## config.mk

```make
export PLATFORM = sky130hd
export DESIGN_NAME = multi_channel_pulse_width_capture_flat
export DESIGN_NICKNAME = d
export VERILOG_FILES = /design/src/rtl/mcpw_pkg.sv /design/src/rtl/mcpw_event_if.sv /design/src/rtl/mcpw_result_if.sv /design/src/rtl/mcpw_cfg_if.sv /design/src/rtl/mcpw_front.sv /design/src/rtl/mcpw_queue.sv /design/src/rtl/mcpw_back.sv /design/src/rtl/multi_channel_pulse_width_capture.sv /design/src/flat_wrapper.sv
export SDC_FILE = /design/constraint.sdc
export NUM_CORES = 1
export LEC_CHECK = 0
export ABC_CLOCK_PERIOD_IN_PS = 6300
export BUFFER_PORTS_ARGS = -buffer_cell sky130_fd_sc_hd__buf_2
export CAP_MARGIN = 20
export CORE_ASPECT_RATIO = 1.5
export CORE_MARGIN = 2
export CORE_UTILIZATION = 35
export CTS_BUF_LIST = sky130_fd_sc_hd__clkbuf_8
export CTS_CLUSTER_DIAMETER = 80
export CTS_CLUSTER_SIZE = 10
export DETAILED_ROUTE_END_ITERATION = 16
export GPL_ROUTABILITY_DRIVEN = 0
export PLACE_DENSITY = 0.47
export SYNTH_ARGS = -nofsm -noshare
export SYNTH_HDL_FRONTEND = slang
export SYNTH_HIERARCHICAL = 1
export SYNTH_SLANG_ARGS = --single-unit
```

## constraint.sdc

```tcl
create_clock -name clk -period 6.3 [get_ports clk]
set_input_delay 0.315 -clock clk [delete_from_list [all_inputs] [get_ports clk]]
set_output_delay 0.315 -clock clk [all_outputs]
set_load 0.02 [all_outputs]
```

## src/rtl/mcpw_pkg.sv

```systemverilog
// Package for the multi-channel pulse width capture block.
// Holds field widths, register indexes, reset values and the queued event type.
// No dependencies; every other file imports it.
package mcpw_pkg;

  // number of captured channels
  localparam int CHANNELS  = 8;
  // index bits needed to address one channel
  localparam int IDX_W     = (CHANNELS > 1) ? $clog2(CHANNELS) : 1;
  // fixed field widths
  localparam int CH_W      = 3;
  localparam int WIDTH_W   = 16;
  localparam int CFG_IDX_W = 2;
  localparam int CFG_DAT_W = 16;
  // channel field widened so that it can be compared with CHANNELS
  localparam int CHX_W     = CH_W + IDX_W + 1;

  localparam logic [WIDTH_W-1:0] MIN_WIDTH_RESET = WIDTH_W'(1000);
  localparam logic [WIDTH_W-1:0] MAX_WIDTH_RESET = WIDTH_W'(2000);

  // configuration register indexes
  typedef enum logic [CFG_IDX_W-1:0] {
    REG_MONITORED = 2'd0,
    REG_MIN_WIDTH = 2'd1,
    REG_MAX_WIDTH = 2'd2
  } cfg_reg_t;

  // classified edge event, as it travels from front to back
  typedef struct packed {
    logic               ch_ok;   // channel exists
    logic [IDX_W-1:0]   idx;     // channel index
    logic               rise;    // pulse start
    logic [WIDTH_W-1:0] stamp;
  } evt_cmd_t;

  // queue status seen by the front
  typedef struct packed {
    logic full;
    logic empty;
  } q_status_t;

endpackage

```

## src/rtl/mcpw_event_if.sv

```systemverilog
// Edge event channel: valid/ready handshake with channel, level and stamp.
// Depends on mcpw_pkg for field widths.
interface mcpw_event_if
  import mcpw_pkg::*;
();
  logic               valid;
  logic               ready;
  logic [CH_W-1:0]    channel;
  logic               level;
  logic [WIDTH_W-1:0] stamp;

  modport source (output valid, channel, level, stamp, input ready);
  modport sink   (input valid, channel, level, stamp, output ready);
endinterface

```

## src/rtl/mcpw_result_if.sv

```systemverilog
// Result channel: valid/ready handshake with pulse width and range flag.
// Depends on mcpw_pkg for field widths.
interface mcpw_result_if
  import mcpw_pkg::*;
();
  logic               valid;
  logic               ready;
  logic [WIDTH_W-1:0] pulse_width;
  logic               in_range;

  modport source (output valid, pulse_width, in_range, input ready);
  modport sink   (input valid, pulse_width, in_range, output ready);
endinterface

```

## src/rtl/mcpw_cfg_if.sv

```systemverilog
// Configuration write channel: valid/ready handshake with index and data.
// Depends on mcpw_pkg for field widths.
interface mcpw_cfg_if
  import mcpw_pkg::*;
();
  logic                 valid;
  logic                 ready;
  logic [CFG_IDX_W-1:0] index;
  logic [CFG_DAT_W-1:0] data;

  modport source (output valid, index, data, input ready);
  modport sink   (input valid, index, data, output ready);
endinterface

```

## src/rtl/mcpw_front.sv

```systemverilog
// Front part: accepts edge events and classifies them for the queue.
// Depends on mcpw_pkg and mcpw_event_if.
module mcpw_front
  import mcpw_pkg::*;
(
  mcpw_event_if.sink evt,
  input  q_status_t  q_stat,
  output logic       push,
  output evt_cmd_t   push_cmd
);

  logic [CHX_W-1:0] ch_ext;

  // take an event whenever the queue has room
  assign evt.ready = !q_stat.full;
  assign push      = evt.valid && !q_stat.full;

  // classify: channel check, index, edge direction
  assign ch_ext         = {{(IDX_W + 1){1'b0}}, evt.channel};
  assign push_cmd.ch_ok = (ch_ext < CHX_W'(CHANNELS));
  assign push_cmd.idx   = ch_ext[IDX_W-1:0];
  assign push_cmd.rise  = evt.level;
  assign push_cmd.stamp = evt.stamp;

endmodule

```

## src/rtl/mcpw_queue.sv

```systemverilog
// Two-entry queue of classified events between front and back.
// Depends on mcpw_pkg.
module mcpw_queue
  import mcpw_pkg::*;
(
  input  logic      clk,
  input  logic      rst,
  input  logic      push,
  input  evt_cmd_t  push_cmd,
  input  logic      pop,
  output evt_cmd_t  head,
  output q_status_t stat
);

  evt_cmd_t   slot [2];
  logic       wr_ptr;
  logic       rd_ptr;
  logic [1:0] count;

  assign head       = slot[rd_ptr];
  assign stat.full  = (count == 2'd2);
  assign stat.empty = (count == 2'd0);

  // advance pointers and count
  always_ff @(posedge clk) begin
    if (rst) begin
      wr_ptr <= 1'b0;
      rd_ptr <= 1'b0;
      count  <= 2'd0;
    end else begin
      if (push) wr_ptr <= !wr_ptr;
      if (pop)  rd_ptr <= !rd_ptr;
      case ({push, pop})
        2'b10:   count <= count + 2'd1;
        2'b01:   count <= count - 2'd1;
        default: count <= count;
      endcase
    end
  end

  // store payload
  always_ff @(posedge clk) begin
    if (push) slot[wr_ptr] <= push_cmd;
  end

endmodule

```

## src/rtl/mcpw_back.sv

```systemverilog
// Back part: per-channel read-modify-write, range check and result register.
// Also holds the configuration registers. Depends on mcpw_pkg and the interfaces.
module mcpw_back
  import mcpw_pkg::*;
(
  input  logic       clk,
  input  logic       rst,
  input  evt_cmd_t   head,
  input  q_status_t  q_stat,
  output logic       pop,
  mcpw_cfg_if.sink   cfg,
  mcpw_result_if.source res
);

  logic [WIDTH_W-1:0] start_time  [CHANNELS];
  logic [WIDTH_W-1:0] width_store [CHANNELS];
  logic [CH_W-1:0]    monitored_channel;
  logic [WIDTH_W-1:0] min_width;
  logic [WIDTH_W-1:0] max_width;

  logic [CHX_W-1:0]   mon_ext;
  logic               mon_ok;
  logic [IDX_W-1:0]   mon_idx;
  logic [WIDTH_W-1:0] new_width;
  logic               hit;
  logic [WIDTH_W-1:0] width_next;
  logic               in_range_next;

  // drain the queue when the result register is free or being taken
  assign pop = !q_stat.empty && (!res.valid || res.ready);

  assign cfg.ready = 1'b1;

  // new width for the event's channel
  assign new_width = head.rise ? '0 : (head.stamp - start_time[head.idx]);

  // monitored channel, with bypass of this event's update
  assign mon_ext = {{(IDX_W + 1){1'b0}}, monitored_channel};
  assign mon_ok  = (mon_ext < CHX_W'(CHANNELS));
  assign mon_idx = mon_ext[IDX_W-1:0];
  assign hit     = head.ch_ok && (head.idx == mon_idx);

  always_comb begin
    if (!mon_ok)  width_next = '0;
    else if (hit) width_next = new_width;
    else          width_next = width_store[mon_idx];
  end

  assign in_range_next = mon_ok && (width_next >= min_width) && (width_next <= max_width);

  // hold configuration registers
  always_ff @(posedge clk) begin
    if (rst) begin
      monitored_channel <= '0;
      min_width         <= MIN_WIDTH_RESET;
      max_width         <= MAX_WIDTH_RESET;
    end else if (cfg.valid) begin
      case (cfg.index)
        REG_MONITORED: monitored_channel <= cfg.data[CH_W-1:0];
        REG_MIN_WIDTH: min_width         <= cfg.data[WIDTH_W-1:0];
        REG_MAX_WIDTH: max_width         <= cfg.data[WIDTH_W-1:0];
        default:       ;
      endcase
    end
  end

  // update per-channel state
  always_ff @(posedge clk) begin
    if (rst) begin
      for (int i = 0; i < CHANNELS; i++) begin
        start_time[i]  <= '0;
        width_store[i] <= '0;
      end
    end else if (pop && head.ch_ok) begin
      width_store[head.idx] <= new_width;
      if (head.rise) start_time[head.idx] <= head.stamp;
    end
  end

  // result register valid
  always_ff @(posedge clk) begin
    if (rst) begin
      res.valid <= 1'b0;
    end else if (pop) begin
      res.valid <= 1'b1;
    end else if (res.ready) begin
      res.valid <= 1'b0;
    end
  end

  // result register payload
  always_ff @(posedge clk) begin
    if (pop) begin
      res.pulse_width <= width_next;
      res.in_range    <= in_range_next;
    end
  end

endmodule

```

## src/rtl/multi_channel_pulse_width_capture.sv

```systemverilog
// Channel  Dir  Handshake    Payload
// evt      in   valid/ready  channel[2:0], level, stamp[15:0]
// cfg      in   valid/ready  index[1:0], data[15:0]
// res      out  valid/ready  pulse_width[15:0], in_range
//
// One edge event is accepted per cycle while the queue has room; every event gives one result.
// An accepted event is written to the queue; the back then pops it, updates channel
// state and loads the result register when free. The back's update sets the rate.
// Synchronous reset clears channel state, queue and result valid.
// A stalled result stops the back; the two-entry queue then fills and drops evt.ready.
// Top level: wires front, queue and back. Depends on mcpw_pkg, the interfaces
// and the mcpw_front, mcpw_queue, mcpw_back modules.
module multi_channel_pulse_width_capture
  import mcpw_pkg::*;
(
  input  logic          clk,
  input  logic          rst,
  mcpw_event_if.sink    evt,
  mcpw_cfg_if.sink      cfg,
  mcpw_result_if.source res
);

  q_status_t q_stat;
  logic      push;
  evt_cmd_t  push_cmd;
  logic      pop;
  evt_cmd_t  head;

  mcpw_front u_front (
    .evt      (evt),
    .q_stat   (q_stat),
    .push     (push),
    .push_cmd (push_cmd)
  );

  mcpw_queue u_queue (
    .clk      (clk),
    .rst      (rst),
    .push     (push),
    .push_cmd (push_cmd),
    .pop      (pop),
    .head     (head),
    .stat     (q_stat)
  );

  mcpw_back u_back (
    .clk    (clk),
    .rst    (rst),
    .head   (head),
    .q_stat (q_stat),
    .pop    (pop),
    .cfg    (cfg),
    .res    (res)
  );

endmodule

```

## src/flat_wrapper.sv

```systemverilog
// flat-port wrapper written by rule: the top's interface ports become plain ports
module multi_channel_pulse_width_capture_flat import mcpw_pkg::*;
  (clk, rst, evt_valid, evt_channel, evt_level, evt_stamp, evt_ready, cfg_valid, cfg_index, cfg_data, cfg_ready, res_valid, res_pulse_width, res_in_range, res_ready);
  mcpw_event_if evt_i ();
  mcpw_cfg_if cfg_i ();
  mcpw_result_if res_i ();
  input  logic clk;
  input  logic rst;
  input wire logic [$bits(evt_i.valid)-1:0] evt_valid;
  input wire logic [$bits(evt_i.channel)-1:0] evt_channel;
  input wire logic [$bits(evt_i.level)-1:0] evt_level;
  input wire logic [$bits(evt_i.stamp)-1:0] evt_stamp;
  output wire logic [$bits(evt_i.ready)-1:0] evt_ready;
  input wire logic [$bits(cfg_i.valid)-1:0] cfg_valid;
  input wire logic [$bits(cfg_i.index)-1:0] cfg_index;
  input wire logic [$bits(cfg_i.data)-1:0] cfg_data;
  output wire logic [$bits(cfg_i.ready)-1:0] cfg_ready;
  output wire logic [$bits(res_i.valid)-1:0] res_valid;
  output wire logic [$bits(res_i.pulse_width)-1:0] res_pulse_width;
  output wire logic [$bits(res_i.in_range)-1:0] res_in_range;
  input wire logic [$bits(res_i.ready)-1:0] res_ready;
  assign evt_i.valid = evt_valid;
  assign evt_i.channel = evt_channel;
  assign evt_i.level = evt_level;
  assign evt_i.stamp = evt_stamp;
  assign evt_ready = evt_i.ready;
  assign cfg_i.valid = cfg_valid;
  assign cfg_i.index = cfg_index;
  assign cfg_i.data = cfg_data;
  assign cfg_ready = cfg_i.ready;
  assign res_valid = res_i.valid;
  assign res_pulse_width = res_i.pulse_width;
  assign res_in_range = res_i.in_range;
  assign res_i.ready = res_ready;
  multi_channel_pulse_width_capture u_core (.clk(clk), .rst(rst), .evt(evt_i), .cfg(cfg_i), .res(res_i));
endmodule
```

# After elaboration in Yosys (flattened, before gate mapping)
# Memory sizes are Yosys's and may differ from the RTL's. A register that Yosys moved wholly into a read port is not among the register bits.
# Cells that the tools add are included.
[word_totals] ff_bits=57 ramBits=298 inputBits=43 output_inout_bits=20 word_cells=73 n_memories=3
[classes] add_sub_neg=3 order_cmp=4 n_eq_ne=6 muxes=27 reduce_logical=21
[memory_table] name="u_core.u_back.start_time" depth=8 width=16 read_ports=1 rd_ports_with_merged_regs=0 write_ports=8 line_no="mcpw_back.sv:15" rtl="logic [WIDTH_W-1:0] start_time [CHANNELS];"
[memory_table] name="u_core.u_back.width_store" depth=8 width=16 read_ports=1 rd_ports_with_merged_regs=1 write_ports=8 line_no="mcpw_back.sv:16" rtl="logic [WIDTH_W-1:0] width_store [CHANNELS];"
[memory_table] name="u_core.u_queue.slot" depth=2 width=21 read_ports=1 rd_ports_with_merged_regs=1 write_ports=1 line_no="mcpw_queue.sv:15" rtl="evt_cmd_t slot [2];"
[op_table] operator="$mux W16" n=5
[op_table] operator="$reduce_or A16 Y1" n=2
[op_table] operator="$mux W1" n=17
[op_table] operator="$ge A16 B16 Y1" n=1
[op_table] operator="$le A16 B16 Y1" n=1
[op_table] operator="$sub A16 B16 Y16" n=1
[op_table] operator="$mux W3" n=4
[op_table] operator="$lt A3 B4 Y1 const B" n=2
[op_table] operator="$eq A2 B2 Y1 const B" n=3
[op_table] operator="$logic_and A1 B1 Y1" n=6
[op_table] operator="$reduce_and A2 Y1" n=3
[op_table] operator="$logic_not A1 Y1" n=5
[op_table] operator="$eq A2 B1 Y1 const B" n=2
[op_table] operator="$logic_not A2 Y1" n=2
[op_table] operator="$pmux W2 S2" n=1
[op_table] operator="$reduce_bool A2 Y1" n=2
[op_table] operator="$eq A3 B3 Y1" n=1
[op_table] operator="$add A2 B1 Y2 const B" n=1
[op_table] operator="$sub A2 B1 Y2 const B" n=1
[op_table] operator="$logic_or A1 B1 Y1" n=1

# Longest topological paths before layout
# Gate-level depths: netlist of the first run.
[depth] depth_word=9 mapped_depth=25 depth_no_buf=20

# Cells and area by module
# Netlist of the first run, hierarchy kept.
[by_module_without_submodules] module="mcpw_back" n_inst=1 cells_each=1202 area_per_inst_um2=15006.9 seq_area_each_um2=8978.6
[by_module_without_submodules] module="mcpw_queue" n_inst=1 cells_each=87 area_per_inst_um2=1712.9 seq_area_each_um2=1361.3
[by_module_without_submodules] module="mcpw_front" n_inst=1 cells_each=24 area_per_inst_um2=171.4 seq_area_each_um2=0.0

# Worst setup path before layout of the first run
# Ideal clock, no wire load.
[synth_timing] path_kind="register to register" start="register with a tool-made name" end="register u_core.u_back.res.in_range, data pin" setup_ps=267 t_arrival_ps=4655 t_required_ps=6033 path_slack_ps=1378 stages_incl_launch_ff=25 path_buffers=4 synth_period_minus_slack_ps=4922 cell_sequence="dfxtp_1 buf_2 mux2_2 buf_4 clkbuf_1 buf_2 mux2i_1 nor2_1 a21oi_1 a21oi_1 a21oi_1 ha_1 a21o_1 a21o_1 o21a_1 nor2_1 xor2_1 o21ai_0 ha_1 a21o_1 a21o_1 a211oi_1 o21ai_0 o211ai_1 a221oi_1"
[synth_lines] element="end signal, assigned" line_no="mcpw_back.sv:95" rtl="res.in_range <= in_range_next;"
[synth_lines] element="end, declared" line_no="mcpw_result_if.sv:11" rtl="modport source (output valid, pulse_width, in_range, input ready);"

==> key figures, run 1 <==
Run status
  • Run status: complete, no violations

Cells and area
  • Fraction of layout instances using a drive strength above 1: about a fifth
  • FF+latch area: ~10,000 um^2
  • Filler cell count: 4,504
  • Area Overhead vs Synth: 12.1%
  • Most common cell after layout, fill and taps aside: edfxtp_1
  • Commonest cells after routing, fill and taps aside: 315 x edfxtp_1, 170 x nor2_1, 116 x and2_1, 74 x nand2_1, 61 x buf_2
  • Area occupied by multi-input gates: between 5000 and 6000 um^2
  • Fin nets: 1,503
  • Total non-filler cell area in the finished layout: around 19,000 um^2
  • Layout Utilization: between 30% and 40%

Power and ir drop
  • Total power density per cell area: 370 nW/um^2
  • Lkg Pwr: 0.00709 uW
  • Total power draw: 7000 uW
  • Worst ir drop on vdd: 192 uV

Global route
  • Pin count of the biggest net entering global routing: 59
  • Vias in the first global route: 11,000
  • GRT Total Usage: 19.6%
  • Congestion Overflow GR: 0
  • Global-route wire length before repair: 71,700 um
  • Initial antenna violation count: 1

Synthesis
  • Ys Warns: 6
  • Cell types with the largest area share after synthesis: edfxtp_1 56%, dfxtp_1 5.2%, mux4_2 5.2%
  • Async S/R FF share, synth: 0%
  • Synthesized netlist net count: 1,406
  • Synth unique cells: 66
  • Area share of the leading cell type in the synthesized netlist: 56.0%
  • Mapped Cells: 1,313
  • Cell area after synthesis: 16,900 um^2
  • Register bit count reported by yosys: 359
  • Share of the yosys chip area belonging to registers: 61.2%
  • Most area-hungry cell type in the Yosys netlist: edfxtp_1
  • Post-synthesis area per instance: 12.9 um^2
  • Post-synth EDFFs: 315
  • Dominant register cell in the synthesized netlist: edfxtp_1

Worst hold path
  • Terminating pin of the worst hold path: u_core/u_back/res.valid
  • Type of the tightest min-delay check: primary input to flip-flop
  • Number of stages on the worst hold path: 4
  • Origin of the worst min-delay path: res_ready

Die
  • Initial cell density of the core: between 30% and 40%
  • Cell row count: 98
  • Top-level I/O count: between 60 and 70
  • Die H: 273 um
  • Width of the die: 183 um
  • Die area: 50,100 um^2
  • Core outline area: 47,700 um^2

Placement
  • Quantity of I/O buffers inserted on ports: 61
  • Estimated wirelength of the detail-placed design: between 30,000 and 40,000 um
  • Post-DP Area: 17,800 um^2

Timing
  • Headroom to the max-slew limit: between 20% and 30%
  • Setup TNS Final: 0 ns
  • Final setup violation count: 0
  • Highest clock rate: 174 MHz
  • Setup repair after global routing missed its margin: no
  • Total count of max-transition violations in the final report: 0
  • Time the worst path needs with I/O delays and setup: 5.74 ns
  • Hold violation total from the final report: 0
  • Clock skew: 0.0224 ns
  • Fraction of the cycle the final worst path needs: 91.1%
  • Measured slew at the worst slew-check pin: 1.13 ns

Clock network
  • Cell at the root of the clock tree: clkbuf_8
  • Max Root-Sink Buffers: 3
  • Clock Sinks: 359
  • Total of cells resized after clock tree synthesis: 0
  • CTS tree: done
  • Clock Latency Late Sink: 0.58 ns
  • Inserted Clock Buffers: 41
  • Clock slew at the register clock pins of the worst setup and hold paths: about 0.080 ns
  • # H-tree levels: 2

Detailed routing
  • Post-route antenna net violation count: 0
  • Routed len/inst: 24.0 um
  • Via count: approximately 11,000
  • DRT Pass-1 Iters: 6
  • DRT Wirelength: 48,700 um
  • Number of design rule violations left after detail routing: 0
  • Vias/cell: a little over 5
  • Iter 0 DRT Violations: 719

Setup path
  • Worst-case reg-to-reg path depth: 20
  • Data required time of the worst path: 6.61 ns
  • Startpoint type of the worst setup path: flip-flop
  • Type of element capturing the critical path: flip-flop
  • Critical Path AT: 6.05 ns
  • Flop2flop setup slack: 0.56 ns
  • Highest net fanout along the worst path: 17
  • Start-to-end type of the worst setup path: flip-flop to flip-flop
  • Terminus of the critical flop-to-flop path: u_core/u_back/res.in_range

Flow run
  • Number of max-cap violations: 0
routing by layer:
layer	share of wire, %	routed length (um)	GRT usage, %	vias up
met1	37	18100	21.2	5242
li1	-	-	-	4945
met5	0	0	0	-
met4	3.8	1870	7.62	0
met2	56	27000	38.4	262
met3	3.4	1680	2.25	89
cell usage after synthesis (13+ instances only):
| master | count |
|---|---|
| nor3_1 | 27 |
| nand2_1 | 74 |
| edfxtp_1 | 315 |
| nor2_1 | 172 |
| mux2_2 | 56 |
| ha_1 | 49 |
| nand3_1 | 16 |
| buf_4 | 23 |
| clkbuf_1 | 42 |
| a221oi_1 | 15 |
| and2_1 | 116 |
| a21oi_1 | 59 |
| a211o_1 | 13 |
| o21ai_0 | 25 |
| mux2i_1 | 15 |
| dfxtp_1 | 44 |
| a21o_1 | 16 |
| inv_1 | 42 |
| mux4_2 | 39 |
metrics by stage:
stage / setup WS (ns) / instances / hold slack (ns)
floorplan: 1.38 / 1313 / 0.384
global placement: 0.526 / 1926 / 0.444
detailed placement: 0.494 / 1928 / 0.449
CTS: 0.479 / 2024 / 0.0737
global route: 0.238 / 2028 / 0.115
finish: 0.561 / 2028 / 0.122
state kept, by name (all words and copies together) (netlist names), named ones only:
register and cells:
u_core/u_back/max_width 16, u_core/u_back/min_width 16, u_core/u_back/mon_idx 3, u_core/u_back/res.in_range 1, u_core/u_back/res.pulse_width 16, u_core/u_back/res.valid 1, u_core/u_back/start_time 128, u_core/u_back/width_store 128
u_core/u_queue/count 2, u_core/u_queue/rd_ptr 1, u_core/u_queue/slot 42, u_core/u_queue/wr_ptr 1
worst max-delay path by stage:
stage / endpoint / slack [ns] / depth (start not counted)
after floorplan: u_core/u_back/res.in_range / 1.38 / 24
after global placement: u_core/u_back/res.in_range / 0.53 / 20
after detailed placement: u_core/u_back/res.in_range / 0.49 / 20
after CTS: u_core/u_back/res.in_range / 0.48 / 20
after global routing: u_core/u_back/res.in_range / 0.24 / 20
final: u_core/u_back/res.in_range / 0.56 / 20
worst max-delay path: stages, from the launching register on:
cell	delay [ns]
dfxtp_1	0.35
mux2_2	0.58
buf_4	0.30
mux2_2	0.36
a22o_1	0.18
a22oi_1	0.12
o21ai_0	0.14
ha_1	0.23
fa_1	0.43
and3b_4	0.32
or3_2	0.13
a31oi_1	0.13
o21ai_0	0.22
nand2_1	0.31
o21ai_0	0.59
ha_1	0.36
a21o_1	0.16
a211oi_1	0.22
o21ai_0	0.12
o211ai_1	0.10
a221oi_1	0.11
where the power goes:
part | internal [uW] | switching (uW) | total [uW]
Combinational | 882 | 1820 | 2700
Sequential | 2810 | 62.8 | 2870
Clock | 609 | 814 | 1420
kinds of logic after synthesis:
family	Yosys count	synth area share, %
adders and majority gates	50	3.75
AOI/OAI and AO/OA	179	6.98
muxes	110	9.82
and+or+nand+nor	467	13.8
DFF	359	61.2
buffers and inverters	130	3.56
xor gates and xnor gates	16	0.874
other	2	0.0445
what timing repair did:
item / 4_1_cts / 5_1_grt
endpoints found under the hold margin: 72 / 0
setup endpoints to repair: 0 / 0
buffers inserted: 0 / 0
hold buffers: 36 / 0
cell type report:
cell class,count,share of cell area (%)
flip-flops and latches,359,54.6
clock inverters,18,0.383
inverters,44,0.872
well taps,600,3.97
repair buffers,140,5.64
multi-input cells,824,31.4
diodes,1,0.0132
clock buffers,42,3.05
No activity file was read; power rests on OpenSTA's default activity.
==> inputs of run 2 (changes only) <==
--- a/config.mk
+++ b/config.mk
@@ -19,5 +19,4 @@
 export PLACE_DENSITY = 0.47
 export SYNTH_ARGS = -nofsm -noshare
 export SYNTH_HDL_FRONTEND = slang
-export SYNTH_HIERARCHICAL = 1
 export SYNTH_SLANG_ARGS = --single-unit
==> run 2 against run 1 <==
First-iteration DRC count increased by 35%. Utilization increased by 0.62 points. Power increased by 8.7%. Highest routed layer unchanged. Largest cell class unchanged. Register-to-register slack improved by 0.18 ns. Count of clock-buffer cells in the layout increased by 1. Cell area decreased by 3.1%. Via count increased by 0.70%. Area after synthesis decreased by 4.8%. Sequential power increased by 3%. Die area decreased by 4.7%. Final cell count decreased by 0.64%. Routed wire length decreased by 4.9%.
==> key figures, run 2 <==
Run status
  • Run status: complete, no violations (unchanged)

Detailed routing
  • Iter 0 DRT Violations: 972 (was 719)
  • Routed len/inst: 23.0 um (was 24.0 um)
  • Via count: 10,600 (was 10,500)
  • DRT Pass-1 Iters: 5 (was 6)
  • Post-route antenna net violation count: 0 (unchanged)
  • DRT Wirelength: 46,300 um (was 48,700 um)
  • Vias/cell: 5.27 (was 5.20)
  • Number of design rule violations left after detail routing: 0 (unchanged)

Setup path
  • Highest net fanout along the worst path: 14 (was 17)
  • Start-to-end type of the worst setup path: flip-flop to flip-flop (unchanged)
  • Flop2flop setup slack: 0.74 ns (was 0.56 ns)
  • Startpoint type of the worst setup path: flip-flop (unchanged)
  • Terminus of the critical flop-to-flop path: u_core.u_back.res.in_range (was u_core/u_back/res.in_range)
  • Data required time of the worst path: 6.65 ns (was 6.61 ns)
  • Delay of the slowest critical-path stage: 0.49 ns (was 0.59 ns)
  • Cell seen most often among critical-path stages: a21oi_1 (was o21ai_0)
  • Critical Path AT: 5.91 ns (was 6.05 ns)
  • Slowest cell on crit path: a22o_1 (was o21ai_0)
  • Type of element capturing the critical path: flip-flop (unchanged)
  • Crit-path cells: nor2b_1 -> a22o_1 -> a222oi_1 -> mux2i_1 -> a221oi_1 -> ha_1 -> nor2b_1 -> o2111ai_1 -> a31oi_1 -> a21boi_1 -> nor3b_1 -> or3_1 -> o31ai_1 -> ha_1 -> a21o_1 -> a21o_1 -> a21oi_1 -> o21ai_0 -> a21oi_1 -> a21oi_1 (was mux2_2 -> buf_4 -> mux2_2 -> a22o_1 -> a22oi_1 -> o21ai_0 -> ha_1 -> fa_1 -> and3b_4 -> or3_2 -> a31oi_1 -> o21ai_0 -> nand2_1 -> o21ai_0 -> ha_1 -> a21o_1 -> a211oi_1 -> o21ai_0 -> o211ai_1 -> a221oi_1)
  • Worst-case reg-to-reg path depth: 20 (unchanged)

Synthesis
  • Ys Warns: 0 (was 6)
  • Cell types with the largest area share after synthesis: edfxtp_1 58%, nor2_1 6.9%, dfxtp_1 5.5% (was edfxtp_1 56%, dfxtp_1 5.2%, mux4_2 5.2%)
  • Simple logic cell fraction of the synthesized area: 12.6% (was 13.8%)
  • Synth unique cells: 69 (was 66)
  • Async S/R FF share, synth: 0% (unchanged)
  • Largest family of logic cells by synthesized area: simple AND/OR/NAND/NOR gates (unchanged)
  • Adder and majority cell fraction of the synthesized area: 3.86% (was 3.75%)
  • Most area-hungry cell type in the Yosys netlist: edfxtp_1 (unchanged)
  • Post-synth EDFFs: 313 (was 315)
  • Share of the yosys chip area belonging to registers: 63.9% (was 61.2%)
  • Register bit count reported by yosys: 357 (was 359)
  • Cell area after synthesis: 16,100 um^2 (was 16,900 um^2)
  • Area fraction in compound gates after synthesis: 8.68% (was 6.98%)
  • Mapped Cells: 1,281 (was 1,313)
  • Ranking of synthesized cells by instance count: 313 x edfxtp_1, 295 x nor2_1, 79 x nand2_1 (was 315 x edfxtp_1, 172 x nor2_1, 116 x and2_1)
  • Portion of netlist area occupied by mux cells: 7.17% (was 9.82%)
  • Area share of the leading cell type in the synthesized netlist: 58.4% (was 56.0%)
  • Xor and xnor area share after synthesis: 1.03% (was 0.874%)
  • Synthesized netlist net count: 1,373 (was 1,406)
  • Top-count cell post-synth: edfxtp_1 (unchanged)
  • Dominant register cell in the synthesized netlist: edfxtp_1 (unchanged)
  • Post-synthesis area per instance: 12.6 um^2 (was 12.9 um^2)

Clock network
  • Clock Sinks: 357 (was 359)
  • Clock slew at the register clock pins of the worst setup and hold paths: 0.08 ns (about the same)
  • # H-tree levels: 2 (unchanged)
  • Max Root-Sink Buffers: 3 (unchanged)
  • Cell at the root of the clock tree: clkbuf_8 (unchanged)
  • Clock Latency Late Sink: 0.60 ns (was 0.58 ns)
  • CTS tree: done (unchanged)
  • Post-CTS Repair Setup Buffers: 0 (unchanged)
  • Total of cells resized after clock tree synthesis: 0 (unchanged)
  • Inserted Clock Buffers: 41 (unchanged)

Cells and area
  • Layout Utilization: 40.3% (was 39.7%)
  • Most common cell after layout, fill and taps aside: edfxtp_1 (unchanged)
  • Fin nets: 1,511 (was 1,503)
  • Area Overhead vs Synth: 14.1% (was 12.1%)
  • Filler cell count: 4,378 (was 4,504)
  • Leading registers by flop count: u_core.u_back.start_time: 128 flops, u_core.u_back.width_store: 128 flops, u_core.u_queue.slot: 40 flops (was u_core/u_back/start_time: 128 flops, u_core/u_back/width_store: 128 flops, u_core/u_queue/slot: 42 flops)
  • Commonest cells after routing, fill and taps aside: 313 x edfxtp_1, 294 x nor2_1, 79 x nand2_1, 61 x buf_2, 53 x inv_1 (was 315 x edfxtp_1, 170 x nor2_1, 116 x and2_1, 74 x nand2_1, 61 x buf_2)
  • Fraction of layout instances using a drive strength above 1: 15.3% (was 18.7%)

Die
  • Initial cell density of the core: 35.3% (was 35.4%)
  • Die H: 267 um (was 273 um)
  • Core outline area: 45,500 um^2 (was 47,700 um^2)
  • Width of the die: 179 um (was 183 um)
  • Top-level I/O count: 63 (unchanged)
  • Cell row count: 96 (was 98)
  • Die area: 47,700 um^2 (was 50,100 um^2)

Worst hold path
  • Number of stages on the worst hold path: 4 (unchanged)
  • Terminating pin of the worst hold path: u_core.u_queue.wr_ptr (was u_core/u_back/res.valid)
  • Type of the tightest min-delay check: primary input to flip-flop (unchanged)
  • Origin of the worst min-delay path: evt_valid (was res_ready)

Timing
  • PnR worst setup slack: 0.745 ns (was 0.561 ns)
  • Setup TNS Final: 0 ns (unchanged)
  • Total count of max-transition violations in the final report: 0 (unchanged)
  • Setup repair after global routing missed its margin: no (unchanged)
  • Clock skew: 0.0248 ns (was 0.0224 ns)
  • Time the worst path needs with I/O delays and setup: 5.56 ns (was 5.74 ns)
  • Final setup violation count: 0 (unchanged)
  • Hold violation total from the final report: 0 (unchanged)
  • Measured slew at the worst slew-check pin: 1.09 ns (was 1.13 ns)
  • Highest clock rate: 180 MHz (was 174 MHz)
  • Headroom to the max-slew limit: 27.3% (was 24.8%)
  • Fraction of the cycle the final worst path needs: 88.2% (was 91.1%)

Global route
  • GRT Total Usage: 19.7% (was 19.6%)
  • Congestion Overflow GR: 0 (unchanged)
  • Vias in the first global route: 10,800 (was 11,000)
  • Global-route wire length before repair: 68,400 um (was 71,700 um)
  • Initial antenna violation count: 1 (unchanged)
  • Pin count of the biggest net entering global routing: 58 (was 59)

Placement
  • Setup WS pre-CTS: 0.794 ns (was 0.494 ns)
  • Quantity of I/O buffers inserted on ports: 61 (unchanged)
  • Estimated wirelength of the detail-placed design: 31,600 um (was 33,800 um)

Flow run
  • Number of max-cap violations: 0 (unchanged)

Power and ir drop
  • Sw power: 3080 uW (was 2700 uW)
  • Share of total power consumed by net switching: 40.5% (was 38.6%)
  • Comb power frac: 42.6% (was 38.6%)
  • Internal: 4530 uW (was 4300 uW)
  • Total power density per cell area: 414 nW/um^2 (was 370 nW/um^2)
  • Power share of the clock group: 18.7% (was 20.3%)
  • Lkg Pwr: 0.00686 uW (was 0.00709 uW)
  • Worst ir drop on vdd: 193 uV (was 192 uV)
  • Sequential Power Share: 38.8% (was 41.0%)
[run 2: changes by cell type after synthesis, sizes merged, moves of 11 or more]
cell	delta
a211oi	+11
a21oi	-11
mux2i	+19
nand2b	+11
o22ai	+13
nor2	+124
buf	-25
nor3	-25
and2	-116
mux2	-50
[run 2: stage by stage]
stage                     total power, uW  hold WS, ns  instance area, um^2  cells
after detailed placement             6240        0.448                17300   1925
after global routing                 8020        0.135                18400   2015
after global placement               6220        0.444                17300   1923
after CTS                            7690       0.0955                18300   2012
final                                7610        0.138                18400   2015
after floorplan                      4920        0.414                16100   1281
[run 2: how the worst max path moves through the flow]
stage                                  to  slack [ns]  depth (start not counted)
6_report       u_core.u_back.res.in_range        0.74                         20
5_1_grt        u_core.u_back.res.in_range        0.46                         20
4_1_cts        u_core.u_back.res.in_range        0.74                         20
3_5_place_dp   u_core.u_back.res.in_range        0.79                         20
3_3_place_gp   u_core.u_back.res.in_range        0.85                         20
2_1_floorplan  u_core.u_back.res.in_range        1.42                         21
[run 2: repair_timing]
| action | in CTS | in global routing |
|---|---|---|
| hold buffers | 37 | 0 |
| hold endpoints to repair | 73 | 0 |
| setup endpoints to repair | 0 | 0 |
[run 2: logic make-up after synthesis]
logic type | after synthesis
AO/OA/AOI/OAI | 199
XOR/XNOR | 18
adder cells (fa/ha/maj) | 49
buffers and inverters | 107
flip-flops | 357
multiplexers | 72
other | 1
AND/OR/NAND/NOR | 478
[run 2: final cells by class]
| cell class | count | area (um^2) | area share (%) |
|---|---|---|---|
| clock buffer | 43 | 592 | 3.22 |
| inverter | 48 | 180 | 0.982 |
| tap | 588 | 736 | 4.01 |
| antenna | 1 | 2.50 | 0.0136 |
| multi-input combinational | 817 | 5390 | 29.4 |
| timing repair buffer | 154 | 1140 | 6.20 |
| clock inverter | 7 | 31.3 | 0.170 |
| sequential | 357 | 10300 | 56.0 |
[run 2: critical path, delay by kind of cell (launching register included)]
kind	cells	cell delay (ns)
AOI/OAI and AO/OA	13	3.26
adders and majority gates	2	0.63
DFF	1	0.41
muxes	1	0.12
and+or+nand+nor	4	0.88
[run 2: routing by layer]
| metal | global-route usage, % | vias to the layer above | wire [um] |
|---|---|---|---|
| li1 | - | 4960 | - |
| met1 | 22.5 | 5215 | 17500 |
| met2 | 36.4 | 335 | 24800 |
| met3 | 2.51 | 102 | 2170 |
| met4 | 7.95 | 0 | 1740 |
| met5 | 0 | - | 0 |
[run 2: power groups by stage]
stage	sequential (uW)	clock, uW	combinational, uW
finish	2950	1420	3240
detailed placement	3000	0	3230
global route	2970	1560	3500
global placement	3000	0	3220
floorplan	3030	0	1900
CTS	2950	1470	3270
==> inputs of run 3 (changes only) <==
--- a/config.mk
+++ b/config.mk
@@ -5,7 +5,7 @@
 export SDC_FILE = /design/constraint.sdc
 export NUM_CORES = 1
 export LEC_CHECK = 0
-export ABC_CLOCK_PERIOD_IN_PS = 6300
+export ABC_CLOCK_PERIOD_IN_PS = 5300
 export BUFFER_PORTS_ARGS = -buffer_cell sky130_fd_sc_hd__buf_2
 export CAP_MARGIN = 20
 export CORE_ASPECT_RATIO = 1.5
==> constraint.sdc (replaced) <==
create_clock -name clk -period 5.3 [get_ports clk]
set_input_delay 0.265 -clock clk [delete_from_list [all_inputs] [get_ports clk]]
set_output_delay 0.265 -clock clk [all_outputs]
set_load 0.02 [all_outputs]
==> run 3 against run 2 <==
Utilization is 0.43 points higher. Count of clock-buffer cells in the layout down 2. Routed wire length increased by 1.2%. Via count is 1.1% higher. Critical endpoint unchanged. Largest cell class unchanged.
==> key figures, run 3 (synthesis gave the netlist of run 2 again) <==
Run status
  • Run status: complete, no violations (unchanged)

Timing
  • Total count of max-transition violations in the final report: 0 (unchanged)
  • Setup TNS Final: 0 ns (unchanged)
  • Hold violation total from the final report: 0 (unchanged)
  • Headroom to the max-slew limit: 23.6% (was 27.3%)
  • Worst hold margin: 0.101 ns (was 0.138 ns)
  • Final setup violation count: 0 (unchanged)
  • Clock skew: 0.0323 ns (was 0.0248 ns)
  • Setup repair after global routing missed its margin: no (unchanged)
  • Measured slew at the worst slew-check pin: 1.15 ns (was 1.09 ns)
  • Time the worst path needs with I/O delays and setup: 4.92 ns (was 5.56 ns)
  • Highest clock rate: 203 MHz (was 180 MHz)
  • Fraction of the cycle the final worst path needs: 92.9% (was 88.2%)

Die
  • Width of the die: 179 um (unchanged)
  • Cell row count: 96 (unchanged)
  • Initial cell density of the core: 35.3% (unchanged)
  • Top-level I/O count: 63 (unchanged)
  • Die H: 267 um (unchanged)
  • Core outline area: 45,500 um^2 (unchanged)
  • Die area: 47,700 um^2 (unchanged)

Cells and area
  • Commonest cells after routing, fill and taps aside: 313 x edfxtp_1, 294 x nor2_1, 79 x nand2_1, 77 x buf_4, 61 x buf_2 (was 313 x edfxtp_1, 294 x nor2_1, 79 x nand2_1, 61 x buf_2, 53 x inv_1)
  • Most common cell after layout, fill and taps aside: edfxtp_1 (unchanged)
  • Filler cell count: 4,370 (was 4,378)
  • Leading registers by flop count: u_core.u_back.start_time: 128 flops, u_core.u_back.width_store: 128 flops, u_core.u_queue.slot: 40 flops (unchanged)
  • Area Overhead vs Synth: 15.3% (was 14.1%)
  • Fraction of layout instances using a drive strength above 1: 16.8% (was 15.3%)
  • Fin nets: 1,537 (was 1,511)

Clock network
  • Cell at the root of the clock tree: clkbuf_8 (unchanged)
  • Clock Sinks: 357 (unchanged)
  • # H-tree levels: 2 (unchanged)
  • CTS tree: done (unchanged)
  • Max Root-Sink Buffers: 3 (unchanged)
  • Inserted Clock Buffers: 41 (unchanged)
  • Clock Latency Late Sink: 0.61 ns (was 0.60 ns)
  • Clock slew at the register clock pins of the worst setup and hold paths: 0.08 ns (about the same)

Setup path
  • Slowest cell on crit path: dfxtp_4 (was a22o_1)
  • Startpoint type of the worst setup path: flip-flop (unchanged)
  • Flop2flop setup slack: 0.38 ns (was 0.74 ns)
  • Crit-path cells: nor2b_1 -> a22o_1 -> buf_4 -> buf_4 -> a222oi_1 -> nand2_1 -> a21oi_1 -> ha_1 -> a21oi_1 -> nor2b_1 -> o21ai_0 -> o31ai_1 -> or3_1 -> o31ai_1 -> buf_4 -> ha_1 -> a21o_1 -> a21o_1 -> a21oi_1 -> o21ai_0 -> a21oi_1 -> a21oi_1 (was nor2b_1 -> a22o_1 -> a222oi_1 -> mux2i_1 -> a221oi_1 -> ha_1 -> nor2b_1 -> o2111ai_1 -> a31oi_1 -> a21boi_1 -> nor3b_1 -> or3_1 -> o31ai_1 -> ha_1 -> a21o_1 -> a21o_1 -> a21oi_1 -> o21ai_0 -> a21oi_1 -> a21oi_1)
  • Delay of the slowest critical-path stage: 0.40 ns (was 0.49 ns)
  • Type of element capturing the critical path: flip-flop (unchanged)
  • Critical Path AT: 5.27 ns (was 5.91 ns)
  • Cell seen most often among critical-path stages: a21oi_1 (unchanged)
  • Crit-path leading delay family: compound AO/OA/AOI/OAI gates (unchanged)
  • Start-to-end type of the worst setup path: flip-flop to flip-flop (unchanged)
  • CP Buf/Inv Count: 3 (was 0)
  • Highest net fanout along the worst path: 13 (was 14)
  • Data required time of the worst path: 5.64 ns (was 6.65 ns)

Global route
  • Pin count of the biggest net entering global routing: 58 (unchanged)
  • Global-route wire length before repair: 69,800 um (was 68,400 um)
  • GRT Total Usage: 20.0% (was 19.7%)
  • Congestion Overflow GR: 0 (unchanged)
  • Initial antenna violation count: 1 (unchanged)
  • Vias in the first global route: 11,100 (was 10,800)

Detailed routing
  • DRT Pass-1 Iters: 5 (unchanged)
  • Routed len/inst: 22.9 um (was 23.0 um)
  • Number of design rule violations left after detail routing: 0 (unchanged)
  • Via count: 10,700 (was 10,600)
  • DRT Wirelength: 46,800 um (was 46,300 um)
  • Vias/cell: 5.25 (was 5.27)
  • Iter 0 DRT Violations: 924 (was 972)
  • Post-route antenna net violation count: 0 (unchanged)

Power and ir drop
  • Worst ir drop on vdd: 221 uV (was 193 uV)
  • Total power density per cell area: 501 nW/um^2 (was 414 nW/um^2)
  • Lkg Pwr: 0.00698 uW (was 0.00686 uW)

Worst hold path
  • Type of the tightest min-delay check: primary input to flip-flop (unchanged)

Placement
  • Estimated wirelength of the detail-placed design: 32,200 um (was 31,600 um)
  • Quantity of I/O buffers inserted on ports: 61 (unchanged)

Flow run
  • Number of max-cap violations: 0 (unchanged)
run 3: cell count changes in the layout (fill, tap and decap cells not counted), sizes merged:
cell and change:
buf +26, inv +3, clkbuf -2
run 3: timing repair:
action,CTS,global route
hold buffers,37,0
buffers inserted,0,0
setup endpoints to repair,0,1
endpoints found under the hold margin,77,0
gates resized for setup,0,2
run 3: metrics by stage:
step,setup WS (ns),total power (uW),cells,util (%),area [um^2]
2_1_floorplan,0.424,5850,1281,-,16100
3_3_place_gp,0.384,7640,1950,38.5,17500
4_1_cts,0.323,9370,2038,40.6,18500
6_report,0.376,9280,2042,40.7,18500
3_5_place_dp,0.363,7660,1950,38.5,17500
5_1_grt,0.0499,9810,2042,40.7,18500
run 3: worst reg2reg max path: cells and delay by family (launching register included):
family	cells	cell delay [ns]
simple gates	4	0.70
compound gates	13	2.39
buf+inv	3	0.60
fa+ha+maj	2	0.60
flops	1	0.40
run 3: area by class of cell:
| cell class | instances | area [um^2] | share of cell area (%) |
|---|---|---|---|
| antenna | 1 | 2.50 | 0.0135 |
| clock buffer | 41 | 564 | 3.04 |
| multi-input combinational | 817 | 5390 | 29.1 |
| clock inverter | 10 | 51.3 | 0.277 |
| inverter | 48 | 180 | 0.971 |
| timing repair buffer | 180 | 1340 | 7.20 |
| tap | 588 | 736 | 3.97 |
| sequential | 357 | 10300 | 55.5 |
run 3: worst paths after layout:
| check | endpoint | cells after the start | from |
|---|---|---|---|
| worst max register to register | u_core.u_back.res.in_range | 22 | flip-flop |
| worst min register to register | u_core.u_back.max_width[15] | 2 | u_core.u_back.max_width[15] |
| worst max-delay path | u_core.u_back.res.in_range | 22 | flip-flop |
| worst min-delay path | u_core.u_queue.wr_ptr | 4 | evt_valid |
run 3: metal layers:
metal / vias to the layer above / GRT usage (%) / routed length, um
li1: 5012 / - / -
met4: 0 / 7.47 / 1630
met2: 266 / 37.6 / 25500
met1: 5353 / 22.8 / 17900
met5: - / 0 / 0
met3: 93 / 2.44 / 1840
run 3: where the power goes:
group,internal [uW],switching [uW]
Clock,705,977
Combinational,1430,2670
Sequential,3400,106
